`src/rtl/core/structured_face_connectivity_unit_defines.svh`:
```
// Assertion macros shared by the face connectivity unit.
// Setting ASSERT_OFF leaves every use empty.
`ifndef STRUCTURED_FACE_CONNECTIVITY_UNIT_DEFINES_SVH
`define STRUCTURED_FACE_CONNECTIVITY_UNIT_DEFINES_SVH
`ifndef ASSERT_OFF
`define SFC_ASSERT(lbl, prop, msg) \
  lbl: assert property (@(posedge clk) disable iff (rst) prop) else $error(msg);
`define SFC_ASSERT_ALWAYS(lbl, prop, msg) \
  lbl: assert property (@(posedge clk) prop) else $error(msg);
`else
`define SFC_ASSERT(lbl, prop, msg)
`define SFC_ASSERT_ALWAYS(lbl, prop, msg)
`endif
`endif

```
`src/rtl/core/sfc_pkg.sv`:
```
// Types, constants and helpers of the face connectivity unit.
// Used by every module and interface of the block.
package sfc_pkg;

  localparam int MAX_CELLS     = 1023;
  localparam int CELL_W        = 10;
  localparam int VERT_W        = 11;
  localparam int FACE_W        = 32;
  localparam int VERTEX_W      = 31;
  localparam int DIVISOR_W     = 21;
  localparam int DIV_STAGES    = FACE_W;
  localparam int FIFO_DEPTH    = 4;
  localparam int SETTLE_CYCLES = 4;
  localparam int SETTLE_W      = 3;

  localparam logic [1:0] REG_CELLS_I = 2'd0;
  localparam logic [1:0] REG_CELLS_J = 2'd1;
  localparam logic [1:0] REG_CELLS_K = 2'd2;

  typedef enum logic [1:0] {
    DIR_I = 2'd0,
    DIR_J = 2'd1,
    DIR_K = 2'd2
  } dir_t;

  typedef struct packed {
    logic [CELL_W-1:0] nx;
    logic [CELL_W-1:0] ny;
    logic [CELL_W-1:0] nz;
    logic [VERT_W-1:0] vx;
    logic [VERT_W-1:0] vy;
    logic [20:0]       vxvy;
    logic [19:0]       nxny;
    logic [19:0]       nxvy;
    logic [19:0]       vxny;
    logic [29:0]       nxnynz;
    logic [FACE_W-1:0] nfi;
    logic [FACE_W-1:0] nfij;
    logic [FACE_W-1:0] tot;
  } geom_t;

  typedef struct packed {
    logic [FACE_W-1:0] g;
    dir_t              dir;
    logic              oor;
    logic              is_min;
    logic              is_max;
    logic [FACE_W-1:0] line;
    logic [19:0]       prod;
  } job_t;

  function automatic logic [CELL_W-1:0] eff_cells(input logic [CELL_W-1:0] v);
    return (v == '0) ? CELL_W'(1) : v;
  endfunction

endpackage

```
`src/rtl/core/sfc_fifo.sv`:
```
// Short job queue between the classifying front and the result back end.
// Depends on sfc_pkg and the assertion macro header.
`include "structured_face_connectivity_unit_defines.svh"
module sfc_fifo (
  input  logic          clk,
  input  logic          rst,
  input  logic          push,
  input  sfc_pkg::job_t wdata,
  output logic          full,
  input  logic          pop,
  output sfc_pkg::job_t rdata,
  output logic          empty
);
  import sfc_pkg::*;

  localparam int AW = $clog2(FIFO_DEPTH);
  localparam int CW = $clog2(FIFO_DEPTH + 1);

  job_t          mem [FIFO_DEPTH];
  logic [AW-1:0] wp;
  logic [AW-1:0] rp;
  logic [CW-1:0] count;

  assign full  = (count == CW'(FIFO_DEPTH));
  assign empty = (count == '0);
  assign rdata = mem[rp];

  always_ff @(posedge clk) begin
    if (push) begin
      mem[wp] <= wdata;
    end
  end

  always_ff @(posedge clk) begin
    if (rst) begin
      wp    <= '0;
      rp    <= '0;
      count <= '0;
    end else begin
      if (push) begin
        wp <= (wp == AW'(FIFO_DEPTH - 1)) ? '0 : wp + AW'(1);
      end
      if (pop) begin
        rp <= (rp == AW'(FIFO_DEPTH - 1)) ? '0 : rp + AW'(1);
      end
      if (push && !pop) begin
        count <= count + CW'(1);
      end else if (pop && !push) begin
        count <= count - CW'(1);
      end
    end
  end

  `SFC_ASSERT(a_fifo_bound, count <= CW'(FIFO_DEPTH), "queue count past its depth")
  `SFC_ASSERT(a_fifo_grow, (push && !pop) |=> (count == $past(count) + CW'(1)),
              "queue count missed a push")

endmodule

```
`config.mk`:
```
export PLATFORM = sky130hd
export DESIGN_NAME = sfc_fifo
export DESIGN_NICKNAME = d
export VERILOG_FILES = /design/src/rtl/core/sfc_pkg.sv /design/src/rtl/core/sfc_fifo.sv
export VERILOG_INCLUDE_DIRS = /design/src /design/src/rtl/core
export SDC_FILE = /design/constraint.sdc
export NUM_CORES = 1
export LEC_CHECK = 0
export ABC_AREA = 1
export BUFFER_PORTS_ARGS = -buffer_cell sky130_fd_sc_hd__buf_2
export CORE_MARGIN = 3
export CORE_UTILIZATION = 35
export DETAILED_ROUTE_END_ITERATION = 12
export HOLD_SLACK_MARGIN = 0.05
export PLACE_DENSITY = 0.63
export RECOVER_POWER = 50
export SLEW_MARGIN = 20
export SYNTH_ARGS = -nofsm -noshare
export SYNTH_HDL_FRONTEND = slang
export SYNTH_SLANG_ARGS = --single-unit
```
`constraint.sdc`:
```
create_clock -name clk -period 3.04 [get_ports clk]
set_input_delay 0.152 -clock clk [delete_from_list [all_inputs] [get_ports clk]]
set_output_delay 0.152 -clock clk [all_outputs]
set_load 0.005 [all_outputs]
```
==> impl_metrics.json <==
{
  "grt_pass1_vias": 8510,
  "ant_nets": 0,
  "yosysSeqAreaShare": 0.797,
  "overflow": 0,
  "ys_ff_latch": 365,
  "drtPass1Iterations": 5,
  "crit_chain": "buf_4 > o21ai_0 > o22ai_1 > buf_2",
  "status": "finished with violations",
  "hp-class": "in -> reg",
  "synthCells": 920,
  "crit_path_end_kind": "output port",
  "crit_cells": 4,
  "htreeDepth": 2,
  "drive_gt1_frac": 0.137,
  "wl_per_cell_microns": 18.1,
  "p_per_area_nw_per_um2": 663,
  "cp.arrival_ns": 2.44,
  "ir_worst_vdd_uv": 426,
  "worstSetupStartpointType": "register",
  "cts_buffer_depth": 3,
  "path_delay_family": "buffers and inverters",
  "cts.reportedPaths.clkPinSlew_ns": 0.06,
  "postCtsSetupRepairBufs": 0,
  "grt_start_max_net_pins": 109,
  "grt.total_usage": 0.149,
  "clock-skew-final_ns": 0.00587,
  "numCtsBuffers": 39,
  "synthTopCellsByArea": "edfxtp_1 (78%), o21ai_0 (5.5%), nor2_1 (5.1%)",
  "multi_input_area_sq_um": 2340,
  "synthesis.area_sq_um": 13600,
  "dieArea_sq_um": 41400,
  "min_from": "rst",
  "final_cells": 1737,
  "grt_pass1_wl_mm": 48.3,
  "yosys.cell_types.count": 22,
  "placed_cells": 1576,
  "finalSetupViolCount": 0,
  "route.detailed.drc": 0,
  "num_io_pins": 184,
  "cts_tree": "built",
  "worst-path-buf-inv": 2,
  "reg2reg_from": "wp[0]",
  "worst-r2r-cell-count": 4,
  "antenna_found_initial": 2,
  "rsz0062_at_grt": "false",
  "final_hold_viol_count": 0,
  "fmax_mhz": 386,
  "die_w_microns": 203,
  "io_buffers": 183,
  "gp_congestion": 0.709,
  "root_buffer": "clkbuf_16",
  "violations": "capacitance limit, slew limit",
  "cpMaxStageDelayCell": "dfxtp_4",
  "synth_fp_nets": 1020,
  "relSlewSlack": -0.174,
  "die_y_microns": 203,
  "critPathKind": "reg -> out",
  "drt_iter0_drc": 618,
  "tns_ns": 0,
  "slowest_delay_ns": 0.61,
  "coreArea_sq_um": 38000,
  "synth_top_area_share": 0.784,
  "insertion_delay_ns": 0.53,
  "cts.sinks": 365,
  "cp_data_required_time_ns": 2.89,
  "postRouteWirelength_mm": 31.5,
  "synth_top_cell_by_area": "edfxtp_1",
  "insertedDiodeCount": 0,
  "row_count": 71,
  "num_vias": 8476,
  "vias_per_cell": 4.88,
  "yosysWarningCount": 0,
  "critPathMaxFanout": 54,
  "syn_area_per_cell_sq_um": 14.8,
  "leakagePower_nw": 5.80,
  "area_delta_synth_final_pct": 25.5,
  "regArea_sq_um": 10900,
  "maxCapViolations": 2,
  "whs_path_depth": 3,
  "nNetsFinal": 1298,
  "start_util": 0.359,
  "nFillCells": 3417,
  "worstMarginPinSlew_ns": 1.76,
  "min_period_ns": 2.59,
  "dp_hpwl_mm": 17.5,
  "slew_viol_final": 61,
  "fin_crit_sh": 0.853
}
==> area by class of cell <==
class / count / area share
Clock buffer: 48 / 0.0615
Tap cell: 511 / 0.0374
Multi-Input combinational cell: 481 / 0.137
Inverter: 16 / 0.00410
Sequential cell: 365 / 0.636
Clock inverter: 21 / 0.00878
Timing Repair Buffer: 295 / 0.115
==> cells by family after synthesis <==
group           synth area share
buf+inv                   0.0309
simple gates              0.0557
compound gates             0.108
flops                      0.797
fa+ha+maj                0.00697
xor+xnor                0.000643
==> worst paths after layout <==
| kind | end | slack, ns |
|---|---|---|
| max reg2reg | mem[3][41] | 0.48 |
| max | rdata[58] | 0.45 |
| min reg2reg | register | 0.54 |
| min | count[0] | 0.38 |
==> stage by stage <==
step                instance area (sq um)  hold slack [ns]  utilization  worst slack, ns  power, W
detailed placement                  15100            0.368        0.397            0.924   0.00694
finish                              17100            0.382        0.450            0.446    0.0113
CTS                                 17200            0.328        0.453            0.340    0.0115
global route                        17100            0.385        0.450            0.216    0.0118
floorplan                           13600            0.224            -            0.286   0.00645
global placement                    15100            0.365        0.397             1.01   0.00692
==> report_power, final <==
group / switching (W) / internal, W
registers: 0.0000756 / 0.00575
clock network: 0.00183 / 0.00262
logic: 0.000650 / 0.000413
total: 0.00255 / 0.00878
==> cell usage after synthesis <==
library cell / number
ha_1: 6
nor2_1: 186
nand4_1: 1
inv_1: 14
inv_6: 1
o21ai_0: 150
buf_2: 5
xor2_1: 1
o22ai_1: 89
clkbuf_1: 34
edfxtp_1: 356
buf_6: 13
buf_12: 1
nand2_1: 8
buf_4: 5
o21ai_1: 31
nand3_1: 1
dfxtp_1: 9
nor3_1: 4
inv_2: 1
a21oi_1: 3
fa_1: 1
==> worst reg2reg max path, delay by kind of cell (launching register included) <==
kind / cells / cell delay (ns)
buffers and inverters: 2 / 1.58
DFF: 1 / 0.40
adders and majority gates: 1 / 0.20
and+or+nand+nor: 1 / 0.06
==> sequential cells by signal, summed over array words and instances, names as in the netlist, named ones only <==
signal / flops
count: 3
mem: 356
rp: 2
wp: 2
==> cells in the final DEF, fill, tap and decap left out, drive strengths merged <==
| cell type | netlist | routed |
|---|---|---|
| nor2 | 186 | 186 |
| xor2 | 1 | 1 |
| nand2 | 8 | 8 |
| nor3 | 4 | 4 |
| dlygate4sd3 | 0 | 92 |
| dfxtp | 9 | 9 |
| nand3 | 1 | 1 |
| fa | 1 | 1 |
| buf | 24 | 111 |
| o22ai | 89 | 89 |
| inv | 16 | 16 |
| clkinv | 0 | 17 |
| o21ai | 181 | 181 |
| bufinv | 0 | 2 |
| clkinvlp | 0 | 2 |
| a21oi | 3 | 3 |
| ha | 6 | 6 |
| nand4 | 1 | 1 |
| edfxtp | 356 | 356 |
| clkbuf | 34 | 140 |
==> layer usage <==
metal	track usage	share of wire
met1	0.200	0.44
met2	0.245	0.48
met3	0.0326	0.063
met4	0.0477	0.021
met5	0	0.00070
==> what timing repair did <==
item                                   in CTS  in global routing
gates resized for setup                     0                  0
endpoints found under the hold margin     365                  0
hold buffers                               92                  0
No activity file was read; power rests on OpenSTA's default activity.
