### config.mk
export PLATFORM = sky130hd
export DESIGN_NAME = sfc_cfg_flat
export DESIGN_NICKNAME = d
export VERILOG_FILES = /design/src/rtl/core/sfc_pkg.sv /design/src/rtl/core/sfc_cfg_if.sv /design/src/rtl/core/sfc_cfg.sv /design/src/flat_wrapper.sv
export VERILOG_INCLUDE_DIRS = /design/src /design/src/rtl/core
export SDC_FILE = /design/constraint.sdc
export NUM_CORES = 2
export LEC_CHECK = 0
export BUFFER_PORTS_ARGS = -buffer_cell sky130_fd_sc_hd__buf_2
export CAP_MARGIN = 5
export CORE_MARGIN = 1
export CORE_UTILIZATION = 65
export DETAILED_ROUTE_END_ITERATION = 12
export HOLD_SLACK_MARGIN = 0.15
export PLACE_DENSITY_LB_ADDON = 0.08
export SYNTH_ARGS = -nofsm -noshare
export SYNTH_HDL_FRONTEND = slang
export SYNTH_SLANG_ARGS = --single-unit
### constraint.sdc
create_clock -name clk -period 10.21 [get_ports clk]
set_clock_uncertainty 0.1 [all_clocks]
set_input_delay 1.021 -clock clk [delete_from_list [all_inputs] [get_ports clk]]
set_output_delay 1.021 -clock clk [all_outputs]
set_load 0.05 [all_outputs]
### src/rtl/core/structured_face_connectivity_unit_defines.svh
// Assertion macros shared by the face connectivity unit.
// Setting ASSERT_OFF leaves every use empty.
`ifndef STRUCTURED_FACE_CONNECTIVITY_UNIT_DEFINES_SVH
`define STRUCTURED_FACE_CONNECTIVITY_UNIT_DEFINES_SVH
`ifndef ASSERT_OFF
`define SFC_ASSERT(lbl, prop, msg) \
  lbl: assert property (@(posedge clk) disable iff (rst) prop) else $error(msg);
`define SFC_ASSERT_ALWAYS(lbl, prop, msg) \
  lbl: assert property (@(posedge clk) prop) else $error(msg);
`else
`define SFC_ASSERT(lbl, prop, msg)
`define SFC_ASSERT_ALWAYS(lbl, prop, msg)
`endif
`endif

### src/rtl/core/sfc_pkg.sv
// Types, constants and helpers of the face connectivity unit.
// Used by every module and interface of the block.
package sfc_pkg;

  localparam int MAX_CELLS     = 1023;
  localparam int CELL_W        = 10;
  localparam int VERT_W        = 11;
  localparam int FACE_W        = 32;
  localparam int VERTEX_W      = 31;
  localparam int DIVISOR_W     = 21;
  localparam int DIV_STAGES    = FACE_W;
  localparam int FIFO_DEPTH    = 4;
  localparam int SETTLE_CYCLES = 4;
  localparam int SETTLE_W      = 3;

  localparam logic [1:0] REG_CELLS_I = 2'd0;
  localparam logic [1:0] REG_CELLS_J = 2'd1;
  localparam logic [1:0] REG_CELLS_K = 2'd2;

  typedef enum logic [1:0] {
    DIR_I = 2'd0,
    DIR_J = 2'd1,
    DIR_K = 2'd2
  } dir_t;

  typedef struct packed {
    logic [CELL_W-1:0] nx;
    logic [CELL_W-1:0] ny;
    logic [CELL_W-1:0] nz;
    logic [VERT_W-1:0] vx;
    logic [VERT_W-1:0] vy;
    logic [20:0]       vxvy;
    logic [19:0]       nxny;
    logic [19:0]       nxvy;
    logic [19:0]       vxny;
    logic [29:0]       nxnynz;
    logic [FACE_W-1:0] nfi;
    logic [FACE_W-1:0] nfij;
    logic [FACE_W-1:0] tot;
  } geom_t;

  typedef struct packed {
    logic [FACE_W-1:0] g;
    dir_t              dir;
    logic              oor;
    logic              is_min;
    logic              is_max;
    logic [FACE_W-1:0] line;
    logic [19:0]       prod;
  } job_t;

  function automatic logic [CELL_W-1:0] eff_cells(input logic [CELL_W-1:0] v);
    return (v == '0) ? CELL_W'(1) : v;
  endfunction

endpackage

### src/rtl/core/sfc_cfg_if.sv
// Configuration write channel: register index and write data per beat.
// Depends on sfc_pkg.
interface sfc_cfg_if;
  import sfc_pkg::*;
  logic              valid;
  logic              ready;
  logic [1:0]        index;
  logic [CELL_W-1:0] data;
  modport source (output valid, output index, output data, input ready);
  modport sink (input valid, input index, input data, output ready);
endinterface

### src/rtl/core/sfc_cfg.sv
// Cell count registers and the derived block geometry, built over four stages.
// Depends on sfc_pkg, sfc_cfg_if and the assertion macro header.
`include "structured_face_connectivity_unit_defines.svh"
module sfc_cfg (
  input  logic           clk,
  input  logic           rst,
  sfc_cfg_if.sink        cfg,
  output sfc_pkg::geom_t geom,
  output logic           settling
);
  import sfc_pkg::*;

  logic [CELL_W-1:0]   cells_i;
  logic [CELL_W-1:0]   cells_j;
  logic [CELL_W-1:0]   cells_k;
  logic [SETTLE_W-1:0] settle;
  logic [VERT_W-1:0]   nz1;
  logic [FACE_W-1:0]   nfj;
  logic [FACE_W-1:0]   nfk;
  logic                wr;

  assign cfg.ready = 1'b1;
  assign wr        = cfg.valid & cfg.ready;
  assign settling  = (settle != '0);

  always_ff @(posedge clk) begin
    if (rst) begin
      cells_i <= CELL_W'(1);
      cells_j <= CELL_W'(1);
      cells_k <= CELL_W'(1);
      settle  <= SETTLE_W'(SETTLE_CYCLES);
    end else begin
      if (wr) begin
        unique case (cfg.index)
          REG_CELLS_I: cells_i <= cfg.data;
          REG_CELLS_J: cells_j <= cfg.data;
          REG_CELLS_K: cells_k <= cfg.data;
          default: ;
        endcase
        settle <= SETTLE_W'(SETTLE_CYCLES);
      end else if (settle != '0) begin
        settle <= settle - SETTLE_W'(1);
      end
    end
  end

  always_ff @(posedge clk) begin
    geom.nx     <= eff_cells(cells_i);
    geom.ny     <= eff_cells(cells_j);
    geom.nz     <= eff_cells(cells_k);
    geom.vx     <= VERT_W'(eff_cells(cells_i)) + VERT_W'(1);
    geom.vy     <= VERT_W'(eff_cells(cells_j)) + VERT_W'(1);
    nz1         <= VERT_W'(eff_cells(cells_k)) + VERT_W'(1);
    geom.vxvy   <= 21'(geom.vx) * 21'(geom.vy);
    geom.nxny   <= 20'(geom.nx) * 20'(geom.ny);
    geom.nxvy   <= 20'(geom.nx) * 20'(geom.vy);
    geom.vxny   <= 20'(geom.vx) * 20'(geom.ny);
    geom.nfi    <= 32'(geom.vxny) * 32'(geom.nz);
    nfj         <= 32'(geom.nxvy) * 32'(geom.nz);
    nfk         <= 32'(geom.nxny) * 32'(nz1);
    geom.nxnynz <= 30'(geom.nxny) * 30'(geom.nz);
    geom.nfij   <= geom.nfi + nfj;
    geom.tot    <= geom.nfi + nfj + nfk;
  end

  `SFC_ASSERT(a_cfg_settle, wr |=> settling, "configuration write did not hold off faces")
  `SFC_ASSERT(a_cfg_count, settle <= SETTLE_W'(SETTLE_CYCLES), "settle count out of range")

endmodule

### src/flat_wrapper.sv
// flat-port wrapper written by rule: the top's interface ports become plain ports
module sfc_cfg_flat import sfc_pkg::*;
  (clk, rst, geom, settling, cfg_valid, cfg_index, cfg_data, cfg_ready);
  sfc_cfg_if cfg_i ();
  input  logic clk;
  input  logic rst;
  output sfc_pkg::geom_t geom;
  output logic settling;
  input wire logic [$bits(cfg_i.valid)-1:0] cfg_valid;
  input wire logic [$bits(cfg_i.index)-1:0] cfg_index;
  input wire logic [$bits(cfg_i.data)-1:0] cfg_data;
  output wire logic [$bits(cfg_i.ready)-1:0] cfg_ready;
  assign cfg_i.valid = cfg_valid;
  assign cfg_i.index = cfg_index;
  assign cfg_i.data = cfg_data;
  assign cfg_ready = cfg_i.ready;
  sfc_cfg u_core (.clk(clk), .rst(rst), .cfg(cfg_i), .geom(geom), .settling(settling));
endmodule
==> flow_metrics.tcl <==
set metrics [dict create \
    final_nets 7173 \
    fp-row-count 102 \
    rsz0062_at_grt "no" \
    synth.yosys.seq_area_share_pct 14.17 \
    leakagePower_nw 29.42 \
    die_height_um 282.1 \
    final_cell_mix "inv_1 (995), fa_1 (868), nand2_1 (797)" \
    final_common_cell "inv_1" \
    intPower_mw 2.848 \
    cpMaxStageDelayCell "dfxtp_2" \
    ir_drop_mv 0.1617 \
    route.detailed.drc 0 \
    netlist_instances 5668 \
    routed-via-count 38152 \
    syn_to_final_growth_pct 6.726 \
    clockRootBuffer "clkbuf_16" \
    place_congestion 0.9296 \
    io_pins 276 \
    grt-ovfl-total 0 \
    grt_max_degree 45 \
    stdcell_count 6820 \
    layout-drive-gt1-share_pct 7.595 \
    start_util_pct 65.71 \
    cts_max_level 2 \
    worst_pin_slew_ps 1242 \
    drt_iter0_drc 2313 \
    finalSetupViolCount 0 \
    core_area_um2 77590 \
    startpoint_type "flop" \
    cts.sinks 361 \
    avgRoutedWirePerCell_um 18.13 \
    cts-hold-fix-buffers 0 \
    p_seq_share_pct 37.8 \
    ys_top_cells_by_area "fa_1 (34%), dfxtp_1 (14%), ha_1 (13%)" \
    end_kind "flop" \
    crit_chain "buf_4 > nand2_1 > fa_1 > inv_1 > fa_1 > inv_1 > fa_1 > inv_1 > fa_1 > inv_1 > fa_1 > inv_1 > ha_1 > a21o_1 > a21o_1 > a21o_1 > or4_4 > nand2_1 > o31ai_4 > a21oi_2 > nor3b_1 > a311o_1" \
    dp_hpwl_mm 95.44 \
    synth-seq-cells 361 \
    worstSetupStartpoint "u_core.geom[230]" \
    worstHoldPathType "reg2reg" \
    synth_flop_cell "dfxtp_1" \
    fin_crit_sh_pct 65.52 \
    drt-vias-per-instance 5.594 \
    post_cts_buffers 0 \
    comb_power_share_pct 26.8 \
    layout_setup_ws_ps 3520 \
    cp.required_ps 10590 \
    antenna_found_initial 2 \
    outcome "complete, no violations" \
    swShare_pct 37.11 \
    cap_violations 0 \
    fmax_mhz 149.5 \
    power_frac_clock_pct 35.5 \
    place_ws_ps 3511 \
    maxSlewViolCount 0 \
    dp.cells 6739 \
    tns_ps 0 \
    crit_type "reg2reg" \
    wl_mm 123.7 \
    track_usage_pct 32.44 \
    yosysUniqueCellTypes 72 \
    grt_pass1_wl_mm 203.8 \
    cts_made_buffers 44 \
    p_sw_mw 1.681 \
    hold_violations 0 \
    first_global_vias 39687 \
    die_w_um 282.1 \
    antenna_cells 0 \
    fill_cells 6297 \
    async_reset_ff_share_pct 0 \
    max_stage_delay_ps 1000 \
    cts.repair.resized 0 \
    worstSkewPairLatency_ps 610 \
    synth_top_area_share_pct 34.08 \
    yosysWarnings 0 \
    cp_max_fo 42 \
    maxSlewHeadroom_pct 17.12 \
    synthesis.area_um2 50990 \
    syn_area_per_cell_um2 8.996 \
    clkTransAtPathRegs_ps 60 \
    dieArea_um2 79570 \
    cts_tree "built" \
    hp-start "u_core.cells_j[1]" \
    synth_edf_count 0 \
    port_buffers 271 \
    worstPathArrival_ps 7070 \
    yosys.area.top_type "fa_1" \
    reg2reg_from "u_core.geom[230]" \
    fin_crit_ps 6690 \
    first_pass_iters 5 \
    antenna_left 0 \
    power_density_nw_per_um2 83.23 \
    clk_path_buf_depth 3 \
]
## metal layers
layer | track usage (%) | vias up | part of all wire (%) | wire, um
li1 | - | 17538 | - | -
met1 | 42.21 | 19063 | 41 | 51110
met2 | 53.75 | 1315 | 47 | 58050
met3 | 5.765 | 236 | 7.5 | 9293
met4 | 13.00 | 0 | 4.2 | 5207
met5 | 0 | - | 0 | 0
## synthesized netlist by cell type, types with 18 or more instances
library cell and instances:
a21oi_1 178, o211ai_1 21, nand3_1 49, a21o_1 94
nand2_1 797, mux2i_1 29, clkbuf_1 269, o21bai_1 30
and2_1 564, a211oi_1 20, inv_1 995, fa_1 868
a31oi_1 19, dfxtp_1 361, o21a_1 33, nor3_1 46
ha_1 545, nor2_1 166, xor2_1 74, buf_1 18
xnor2_1 173, and3_1 35, o21ai_0 86
## worst max-delay path: cells and delay by family, from the launching register on
family	cells	cell delay [ps]
DFF	1	1000
and+or+nand+nor	4	810
AOI/OAI and AO/OA	6	1180
buffers and inverters	6	640
adders and majority gates	6	2850
## power by group through the flow
stage | logic (mW) | registers, mW | clock network, mW
after floorplan | 0.622 | 1.99 | 0
after global placement | 1.19 | 1.73 | 0
after detailed placement | 1.21 | 1.74 | 0
after CTS | 1.21 | 1.71 | 1.64
after global routing | 1.33 | 1.73 | 1.70
final | 1.21 | 1.71 | 1.61
## kinds of logic after synthesis
group,Yosys count,share of synthesized area [%]
xor gates and xnor gates,247,4.243
adders and majority gates,1413,47.45
muxes,29,0.5693
AOI/OAI and AO/OA,580,7.460
DFF,361,14.17
buffers and inverters,1286,9.497
other,2,0.01473
and+or+nand+nor,1750,16.59
## layout make-up
type | count | area, um2 | share of cell area [%]
multi-input combinational | 4023 | 38930 | 71.54
timing repair buffer | 320 | 1724 | 3.168
clock inverter | 20 | 251.5 | 0.4622
clock buffer | 61 | 1235 | 2.269
tap | 1040 | 1301 | 2.391
inverter | 995 | 3735 | 6.863
sequential | 361 | 7239 | 13.30
## final timing paths
kind                      endpoint  slack [ps]  depth (start not counted)
setup reg to reg   u_core.geom[91]        3520                         22
hold / removal    u_core.geom[240]         310                          0
hold reg to reg   u_core.geom[240]         310                          0
setup / recovery   u_core.geom[91]        3520                         22
## flip-flops by register name (all words and copies together), names as in the netlist
register	cells
u_core.nfk	31
u_core.nz1	11
u_core.cells_k	10
u_core.geom	256
u_core.nfj	30
u_core.cells_i	10
u_core.settle	3
u_core.cells_j	10
## per-stage QoR
stage / power, mW / area (um2) / utilization [%] / hold WS [ps]
final: 4.529 / 54420 / 70.13 / 312.0
after global placement: 2.926 / 52930 / 68.21 / 290.9
after detailed placement: 2.943 / 52930 / 68.21 / 293.8
after CTS: 4.559 / 54420 / 70.13 / 313.6
after floorplan: 2.607 / 51000 / - / 332.4
after global routing: 4.755 / 54420 / 70.13 / 321.1
No activity file was read; power rests on OpenSTA's default activity.
