--- config.mk ---
export PLATFORM = sky130hd
export DESIGN_NAME = sfc_back_flat
export DESIGN_NICKNAME = d
export VERILOG_FILES = /design/src/rtl/core/structured_face_connectivity_unit_defines.svh /design/src/rtl/core/sfc_pkg.sv /design/src/rtl/core/sfc_result_if.sv /design/src/rtl/core/sfc_back.sv /design/src/flat_wrapper.sv
export SDC_FILE = /design/constraint.sdc
export NUM_CORES = 1
export LEC_CHECK = 0
export BUFFER_PORTS_ARGS = -buffer_cell sky130_fd_sc_hd__buf_4
export CAP_MARGIN = 20
export CORE_ASPECT_RATIO = 1.5
export CORE_MARGIN = 2
export CORE_UTILIZATION = 46
export DETAILED_ROUTE_END_ITERATION = 8
export PLACE_DENSITY = 0.79
export SLEW_MARGIN = 20
export SYNTH_ARGS = -nofsm -noshare
export SYNTH_HDL_FRONTEND = slang
export SYNTH_SLANG_ARGS = --single-unit
--- constraint.sdc ---
create_clock -name clk -period 12 [get_ports clk]
set_input_delay 0 -clock clk [delete_from_list [all_inputs] [get_ports clk]]
set_output_delay 0 -clock clk [all_outputs]
set_load 0.02 [all_outputs]
--- src/rtl/core/structured_face_connectivity_unit_defines.svh ---
// Assertion macros shared by the face connectivity unit.
// Setting ASSERT_OFF leaves every use empty.
`ifndef STRUCTURED_FACE_CONNECTIVITY_UNIT_DEFINES_SVH
`define STRUCTURED_FACE_CONNECTIVITY_UNIT_DEFINES_SVH
`ifndef ASSERT_OFF
`define SFC_ASSERT(lbl, prop, msg) \
  lbl: assert property (@(posedge clk) disable iff (rst) prop) else $error(msg);
`define SFC_ASSERT_ALWAYS(lbl, prop, msg) \
  lbl: assert property (@(posedge clk) prop) else $error(msg);
`else
`define SFC_ASSERT(lbl, prop, msg)
`define SFC_ASSERT_ALWAYS(lbl, prop, msg)
`endif
`endif

--- src/rtl/core/sfc_pkg.sv ---
// Types, constants and helpers of the face connectivity unit.
// Used by every module and interface of the block.
package sfc_pkg;

  localparam int MAX_CELLS     = 1023;
  localparam int CELL_W        = 10;
  localparam int VERT_W        = 11;
  localparam int FACE_W        = 32;
  localparam int VERTEX_W      = 31;
  localparam int DIVISOR_W     = 21;
  localparam int DIV_STAGES    = FACE_W;
  localparam int FIFO_DEPTH    = 4;
  localparam int SETTLE_CYCLES = 4;
  localparam int SETTLE_W      = 3;

  localparam logic [1:0] REG_CELLS_I = 2'd0;
  localparam logic [1:0] REG_CELLS_J = 2'd1;
  localparam logic [1:0] REG_CELLS_K = 2'd2;

  typedef enum logic [1:0] {
    DIR_I = 2'd0,
    DIR_J = 2'd1,
    DIR_K = 2'd2
  } dir_t;

  typedef struct packed {
    logic [CELL_W-1:0] nx;
    logic [CELL_W-1:0] ny;
    logic [CELL_W-1:0] nz;
    logic [VERT_W-1:0] vx;
    logic [VERT_W-1:0] vy;
    logic [20:0]       vxvy;
    logic [19:0]       nxny;
    logic [19:0]       nxvy;
    logic [19:0]       vxny;
    logic [29:0]       nxnynz;
    logic [FACE_W-1:0] nfi;
    logic [FACE_W-1:0] nfij;
    logic [FACE_W-1:0] tot;
  } geom_t;

  typedef struct packed {
    logic [FACE_W-1:0] g;
    dir_t              dir;
    logic              oor;
    logic              is_min;
    logic              is_max;
    logic [FACE_W-1:0] line;
    logic [19:0]       prod;
  } job_t;

  function automatic logic [CELL_W-1:0] eff_cells(input logic [CELL_W-1:0] v);
    return (v == '0) ? CELL_W'(1) : v;
  endfunction

endpackage

--- src/rtl/core/sfc_result_if.sv ---
// Result channel of the face connectivity unit: one connectivity record per beat.
// Depends on sfc_pkg.
interface sfc_result_if;
  import sfc_pkg::*;
  logic                valid;
  logic                ready;
  logic [1:0]          direction;
  logic [FACE_W-1:0]   left_parent;
  logic [FACE_W-1:0]   right_parent;
  logic [VERTEX_W-1:0] vertex_a;
  logic [VERTEX_W-1:0] vertex_b;
  logic [VERTEX_W-1:0] vertex_c;
  logic [VERTEX_W-1:0] vertex_d;
  logic                out_of_range;
  modport source (output valid, output direction, output left_parent,
                  output right_parent, output vertex_a, output vertex_b,
                  output vertex_c, output vertex_d, output out_of_range,
                  input ready);
  modport sink (input valid, input direction, input left_parent,
                input right_parent, input vertex_a, input vertex_b,
                input vertex_c, input vertex_d, input out_of_range,
                output ready);
endinterface

--- src/rtl/core/sfc_back.sv ---
// Back end: turns queued jobs into parent cells and corner vertices.
// Depends on sfc_pkg and sfc_result_if.
module sfc_back (
  input  logic           clk,
  input  logic           rst,
  input  sfc_pkg::geom_t geom,
  input  sfc_pkg::job_t  job,
  input  logic           empty,
  output logic           pop,
  sfc_result_if.source   result
);
  import sfc_pkg::*;

  logic              take;
  logic [FACE_W-1:0] base;
  logic [FACE_W-1:0] n1;
  logic [FACE_W-1:0] lsub;
  logic [FACE_W-1:0] p;
  logic [FACE_W-1:0] q;
  logic [FACE_W-1:0] vb;
  logic [FACE_W-1:0] vc;
  logic [FACE_W-1:0] vd;

  assign take = !result.valid || result.ready;
  assign pop  = take && !empty;

  always_comb begin
    unique case (job.dir)
      DIR_I: begin
        base = job.g - job.line + geom.tot;
        n1   = job.g + FACE_W'(job.prod);
        lsub = FACE_W'(1);
        p    = FACE_W'(geom.vx);
        q    = FACE_W'(geom.vxvy);
      end
      DIR_J: begin
        base = job.g - FACE_W'(job.prod) + geom.tot;
        n1   = job.g + job.line;
        lsub = FACE_W'(geom.nx);
        p    = FACE_W'(geom.vxvy);
        q    = FACE_W'(1);
      end
      default: begin
        base = job.g + geom.tot;
        n1   = job.g + job.line + FACE_W'(job.prod);
        lsub = FACE_W'(geom.nxny);
        p    = FACE_W'(1);
        q    = FACE_W'(geom.vx);
      end
    endcase
    vb = job.is_min ? n1 + q : n1 + p;
    vd = job.is_min ? n1 + p : n1 + q;
    vc = n1 + p + q;
  end

  always_ff @(posedge clk) begin
    if (rst) begin
      result.valid <= 1'b0;
    end else if (take) begin
      result.valid <= !empty;
    end
  end

  always_ff @(posedge clk) begin
    if (pop) begin
      result.out_of_range <= job.oor;
      if (job.oor) begin
        result.direction    <= '0;
        result.left_parent  <= '0;
        result.right_parent <= '0;
        result.vertex_a     <= '0;
        result.vertex_b     <= '0;
        result.vertex_c     <= '0;
        result.vertex_d     <= '0;
      end else begin
        result.direction    <= job.dir;
        result.left_parent  <= job.is_min ? base : base - lsub;
        result.right_parent <= (!job.is_min && !job.is_max) ? base : '0;
        result.vertex_a     <= n1[VERTEX_W-1:0];
        result.vertex_b     <= vb[VERTEX_W-1:0];
        result.vertex_c     <= vc[VERTEX_W-1:0];
        result.vertex_d     <= vd[VERTEX_W-1:0];
      end
    end
  end

endmodule

--- src/flat_wrapper.sv ---
// flat-port wrapper written by rule: the top's interface ports become plain ports
module sfc_back_flat import sfc_pkg::*;
  (clk, rst, geom, job, empty, pop, result_valid, result_direction, result_left_parent, result_right_parent, result_vertex_a, result_vertex_b, result_vertex_c, result_vertex_d, result_out_of_range, result_ready);
  sfc_result_if result_i ();
  input  logic clk;
  input  logic rst;
  input  sfc_pkg::geom_t geom;
  input  sfc_pkg::job_t job;
  input  logic empty;
  output logic pop;
  output wire logic [$bits(result_i.valid)-1:0] result_valid;
  output wire logic [$bits(result_i.direction)-1:0] result_direction;
  output wire logic [$bits(result_i.left_parent)-1:0] result_left_parent;
  output wire logic [$bits(result_i.right_parent)-1:0] result_right_parent;
  output wire logic [$bits(result_i.vertex_a)-1:0] result_vertex_a;
  output wire logic [$bits(result_i.vertex_b)-1:0] result_vertex_b;
  output wire logic [$bits(result_i.vertex_c)-1:0] result_vertex_c;
  output wire logic [$bits(result_i.vertex_d)-1:0] result_vertex_d;
  output wire logic [$bits(result_i.out_of_range)-1:0] result_out_of_range;
  input wire logic [$bits(result_i.ready)-1:0] result_ready;
  assign result_valid = result_i.valid;
  assign result_direction = result_i.direction;
  assign result_left_parent = result_i.left_parent;
  assign result_right_parent = result_i.right_parent;
  assign result_vertex_a = result_i.vertex_a;
  assign result_vertex_b = result_i.vertex_b;
  assign result_vertex_c = result_i.vertex_c;
  assign result_vertex_d = result_i.vertex_d;
  assign result_out_of_range = result_i.out_of_range;
  assign result_i.ready = result_ready;
  sfc_back u_core (.clk(clk), .rst(rst), .geom(geom), .job(job), .empty(empty), .pop(pop), .result(result_i));
endmodule
==> summary.md <==
| Metric | Value |
|---|---|
| Clock sink count | `192` |
| Critical Path End Type | `register` |
| Max VDD drop | `about 97 uV` |
| Total track usage | `26.87%` |
| Share of layout cells above drive strength 1 | `15.86%` |
| Vias in the first global route | `roughly 20000` |
| Post-place setup slack | `4.396 ns` |
| Clock Power Share | `14.2%` |
| CP Data Required Time | `12.31 ns` |
| Slowest stage cell, crit path | `o31ai_1` |
| Worst Setup Start Kind | `input port` |
| Leak | `12.37 nW` |
| Switching share of power | `45.27%` |
| Area grow syn2layout | `17.93%` |
| Most common cell after layout, fill and taps aside | `buf_4` |
| Skew final | `0.01599 ns` |
| Die ar. | `slightly above 50000 um^2` |
| R2R setup slack | `9.86 ns` |
| Net Sw Power | `1.817 mW` |
| Top cells by area, synth | `edfxtp_1, ha_1, xnor2_1` |
| Root Driver | `clkbuf_16` |
| Initial detailed-routing violation count | `1614` |
| Die height | `278.0 um` |
| Commonest non-fill, non-tap cells in the layout | `buf_4, nor2_1, inv_1` |
| Max incr delay on CP | `0.61 ns` |
| Final Critical Period | `7.212 ns` |
| Total congestion overflow | `0` |
| Detailed Place HPWL | `approximately 60000 um` |
| Setup Viol. Count Final | `0` |
| CP most frequent cell | `nand2_1` |
| Starting density of the core | `~46%` |
| # DRC | `0` |
| H-tree levels | `4` |
| Worst path arrival time | `7.52 ns` |
| Post-synthesis cell area | `roughly 23000 um^2` |
| Maxcap violations | `0` |
| Initial antenna violation count | `2` |
| Post-synth EDFFs | `~190` |
| Die Wd | `186.6 um` |
| Filler Cell Count | `4629` |
| Fmax | `138.6 MHz` |
| Routed wire length per instance | `19.12 um` |
| Critical Path End | `u_core.result.vertex_c[30]$_SDFFCE_PP0P_` |
| Top FF cell, synth | `edfxtp_1` |
| Postcts setup bufs | `0` |
| # IOs | `545` |
| Synth Area per Inst | `8.382 um^2` |
| Final net count | `between 3000 and 4000` |
| Pint | `2.196 mW` |
| Hold-fix buffers, CTS | `3` |
| Largest net degree at the start of global routing | `between 150 and 200` |
| Max Buffers Root-to-Sink | `2` |
| Power Density | `around 150 nW/um^2` |
| Status | `complete, no violations` |
| Synth top area share | `about a quarter` |
| Post-route cell area | `27140 um^2` |
| Clock transition at path regs | `0.08 ns` |
| RSZ-0062 raised after global routing | `false` |
| First-pass GRT wire length | `109700 um` |
| Fin crit share | `60.10%` |
| Setup CP Type | `input port to register` |
| Post-cts resize count | `0` |
| #FFs+latches synth | `192` |
| CP max FO | `6` |
| Crit path from | `job[20]` |
| Post-Syn Nets | `3399` |
| Tightest Pin Transition | `~0.98 ns` |
| Count of unique library cells instantiated by Yosys | `slightly above 100` |
| Sequential cell fraction of total power | `23.3%` |
| Slew Limit Fails | `0` |
| Placed cell area | `26510 um^2` |
| Final TNS setup | `0 ns` |
| Slack of the critical path | `4.788 ns` |
| Core area | `about 50000 um^2` |
| R2r worst-path depth | `3` |
| Routability-driven placement congestion ratio | `0.9469` |
| FF-to-FF Start | `u_core.result.valid$_SDFFE_PP0N_` |
| Row count | `100` |
| Min-delay worst type | `input port to register` |
| Cells after synthesis | `2746` |
| CTS tree | `built` |
| Cell taking the most area after synthesis | `edfxtp_1` |
| FF/Latch Area | `5756 um^2` |
| Inserted Clock Buffers | `17` |
| Comb power frac | `62.5%` |
| Number of port buffers | `379` |
| DRT Pass-1 Iters | `6` |
| Area occupied by multi-input gates | `16040 um^2` |
| Vias post-DR | `21370` |
| DR vias/cell | `5.691` |
| Synth async-reset ratio | `0%` |
| Worst skew pair latency | `about 0.45 ns` |
| Final hold vios | `0` |
| Register area share after synthesis | `roughly a quarter` |
| Critical register-to-register path endpoint | `u_core.result.vertex_c[1]$_SDFFCE_PP0P_` |
| Routed wire length | `71800 um` |
| Synthesis Warnings | `0` |
| Slew headroom | `between 30 and 40%` |
| Post-route ant nets | `0` |
## kinds of logic (layout without fill, tap and decap cells)
kind of cell	after synthesis	after routing	synth area share (%)
AND/OR/NAND/NOR	872	872	18.22
AO/OA/AOI/OAI	756	756	21.40
buffers and inverters	331	675	5.414
adder cells (fa/ha/maj)	301	301	18.25
XOR/XNOR	227	227	8.763
flip-flops	192	192	25.01
multiplexers	67	67	2.946
other	0	2	0
## registers in the layout, summed over array words and instances (netlist names)
register / flops
u_core.result.vertex_c: 31
u_core.result.vertex_a: 31
u_core.result.out_of_range: 1
u_core.result.direction: 2
u_core.result.left_parent: 32
u_core.result.vertex_d: 31
u_core.result.right_parent: 32
u_core.result.vertex_b: 31
u_core.result.valid: 1
## power by group through the flow
stage / Combinational (mW) / Sequential (mW) / Clock (mW)
2_1_floorplan: 1.67 / 1.08 / 0
4_1_cts: 2.49 / 0.934 / 0.576
3_5_place_dp: 2.47 / 0.949 / 0
6_report: 2.51 / 0.934 / 0.571
3_3_place_gp: 2.42 / 0.946 / 0
5_1_grt: 2.77 / 0.944 / 0.594
## final cells by class
| cell class | count | area share (%) |
|---|---|---|
| Antenna cell | 2 | 0.01844 |
| Clock buffer | 18 | 1.581 |
| Clock inverter | 14 | 0.6131 |
| Inverter | 247 | 3.416 |
| Multi-Input combinational cell | 2223 | 59.09 |
| Sequential cell | 192 | 21.20 |
| Tap cell | 663 | 3.056 |
| Timing Repair Buffer | 396 | 11.03 |
## critical path, delay by kind of cell
kind,cells,cell delay [ns]
compound gates,16,3.62
simple gates,10,1.79
fa+ha+maj,4,1.34
xor+xnor,2,0.36
mux,1,0.26
buf+inv,1,0.12
## metrics by stage
step	util (%)	power [mW]	instances	hold WS, ns
after global placement	53.51	3.371	3718	0.1566
after global routing	54.78	4.306	3755	0.1125
final	54.78	4.013	3755	0.08814
after CTS	54.77	3.997	3753	0.1007
after floorplan	-	2.752	2746	0.06907
after detailed placement	53.51	3.421	3718	0.1697
## cells in the mapped netlist, drive strengths merged, types with 39 or more instances
library cell and instances:
nor2 314, a211oi 39, nand3 48, xnor2 143, a21oi 241, ha 243, and2 60, nor3 56
inv 246, a21o 67, xor2 82, nand2 187, mux2i 61, fa 58, o21ai 155, edfxtp 191
clkbuf 71
## how the worst min path moves through the flow
stage                     startpoint                                    to  slack (ns)  cells past startpoint
after global placement           rst      u_core.result.valid$_SDFFE_PP0N_        0.16                      2
after floorplan                  rst      u_core.result.valid$_SDFFE_PP0N_        0.07                      1
after CTS                    job[54]  u_core.result.out_of_range$_DFFE_PP_        0.10                      1
final                        job[54]  u_core.result.out_of_range$_DFFE_PP_        0.09                      1
after detailed placement         rst      u_core.result.valid$_SDFFE_PP0N_        0.17                      2
after global routing         job[54]  u_core.result.out_of_range$_DFFE_PP_        0.11                      1
## routing by layer
| metal | track usage (%) | vias up | share of wire, % |
|---|---|---|---|
| li1 | - | 10480 | - |
| met2 | 46.44 | 793 | 47 |
| met1 | 34.74 | 9970 | 43 |
| met5 | 0 | - | 0 |
| met3 | 2.636 | 128 | 5.9 |
| met4 | 9.992 | 0 | 3.6 |
Power figures use the tool's default switching activity.
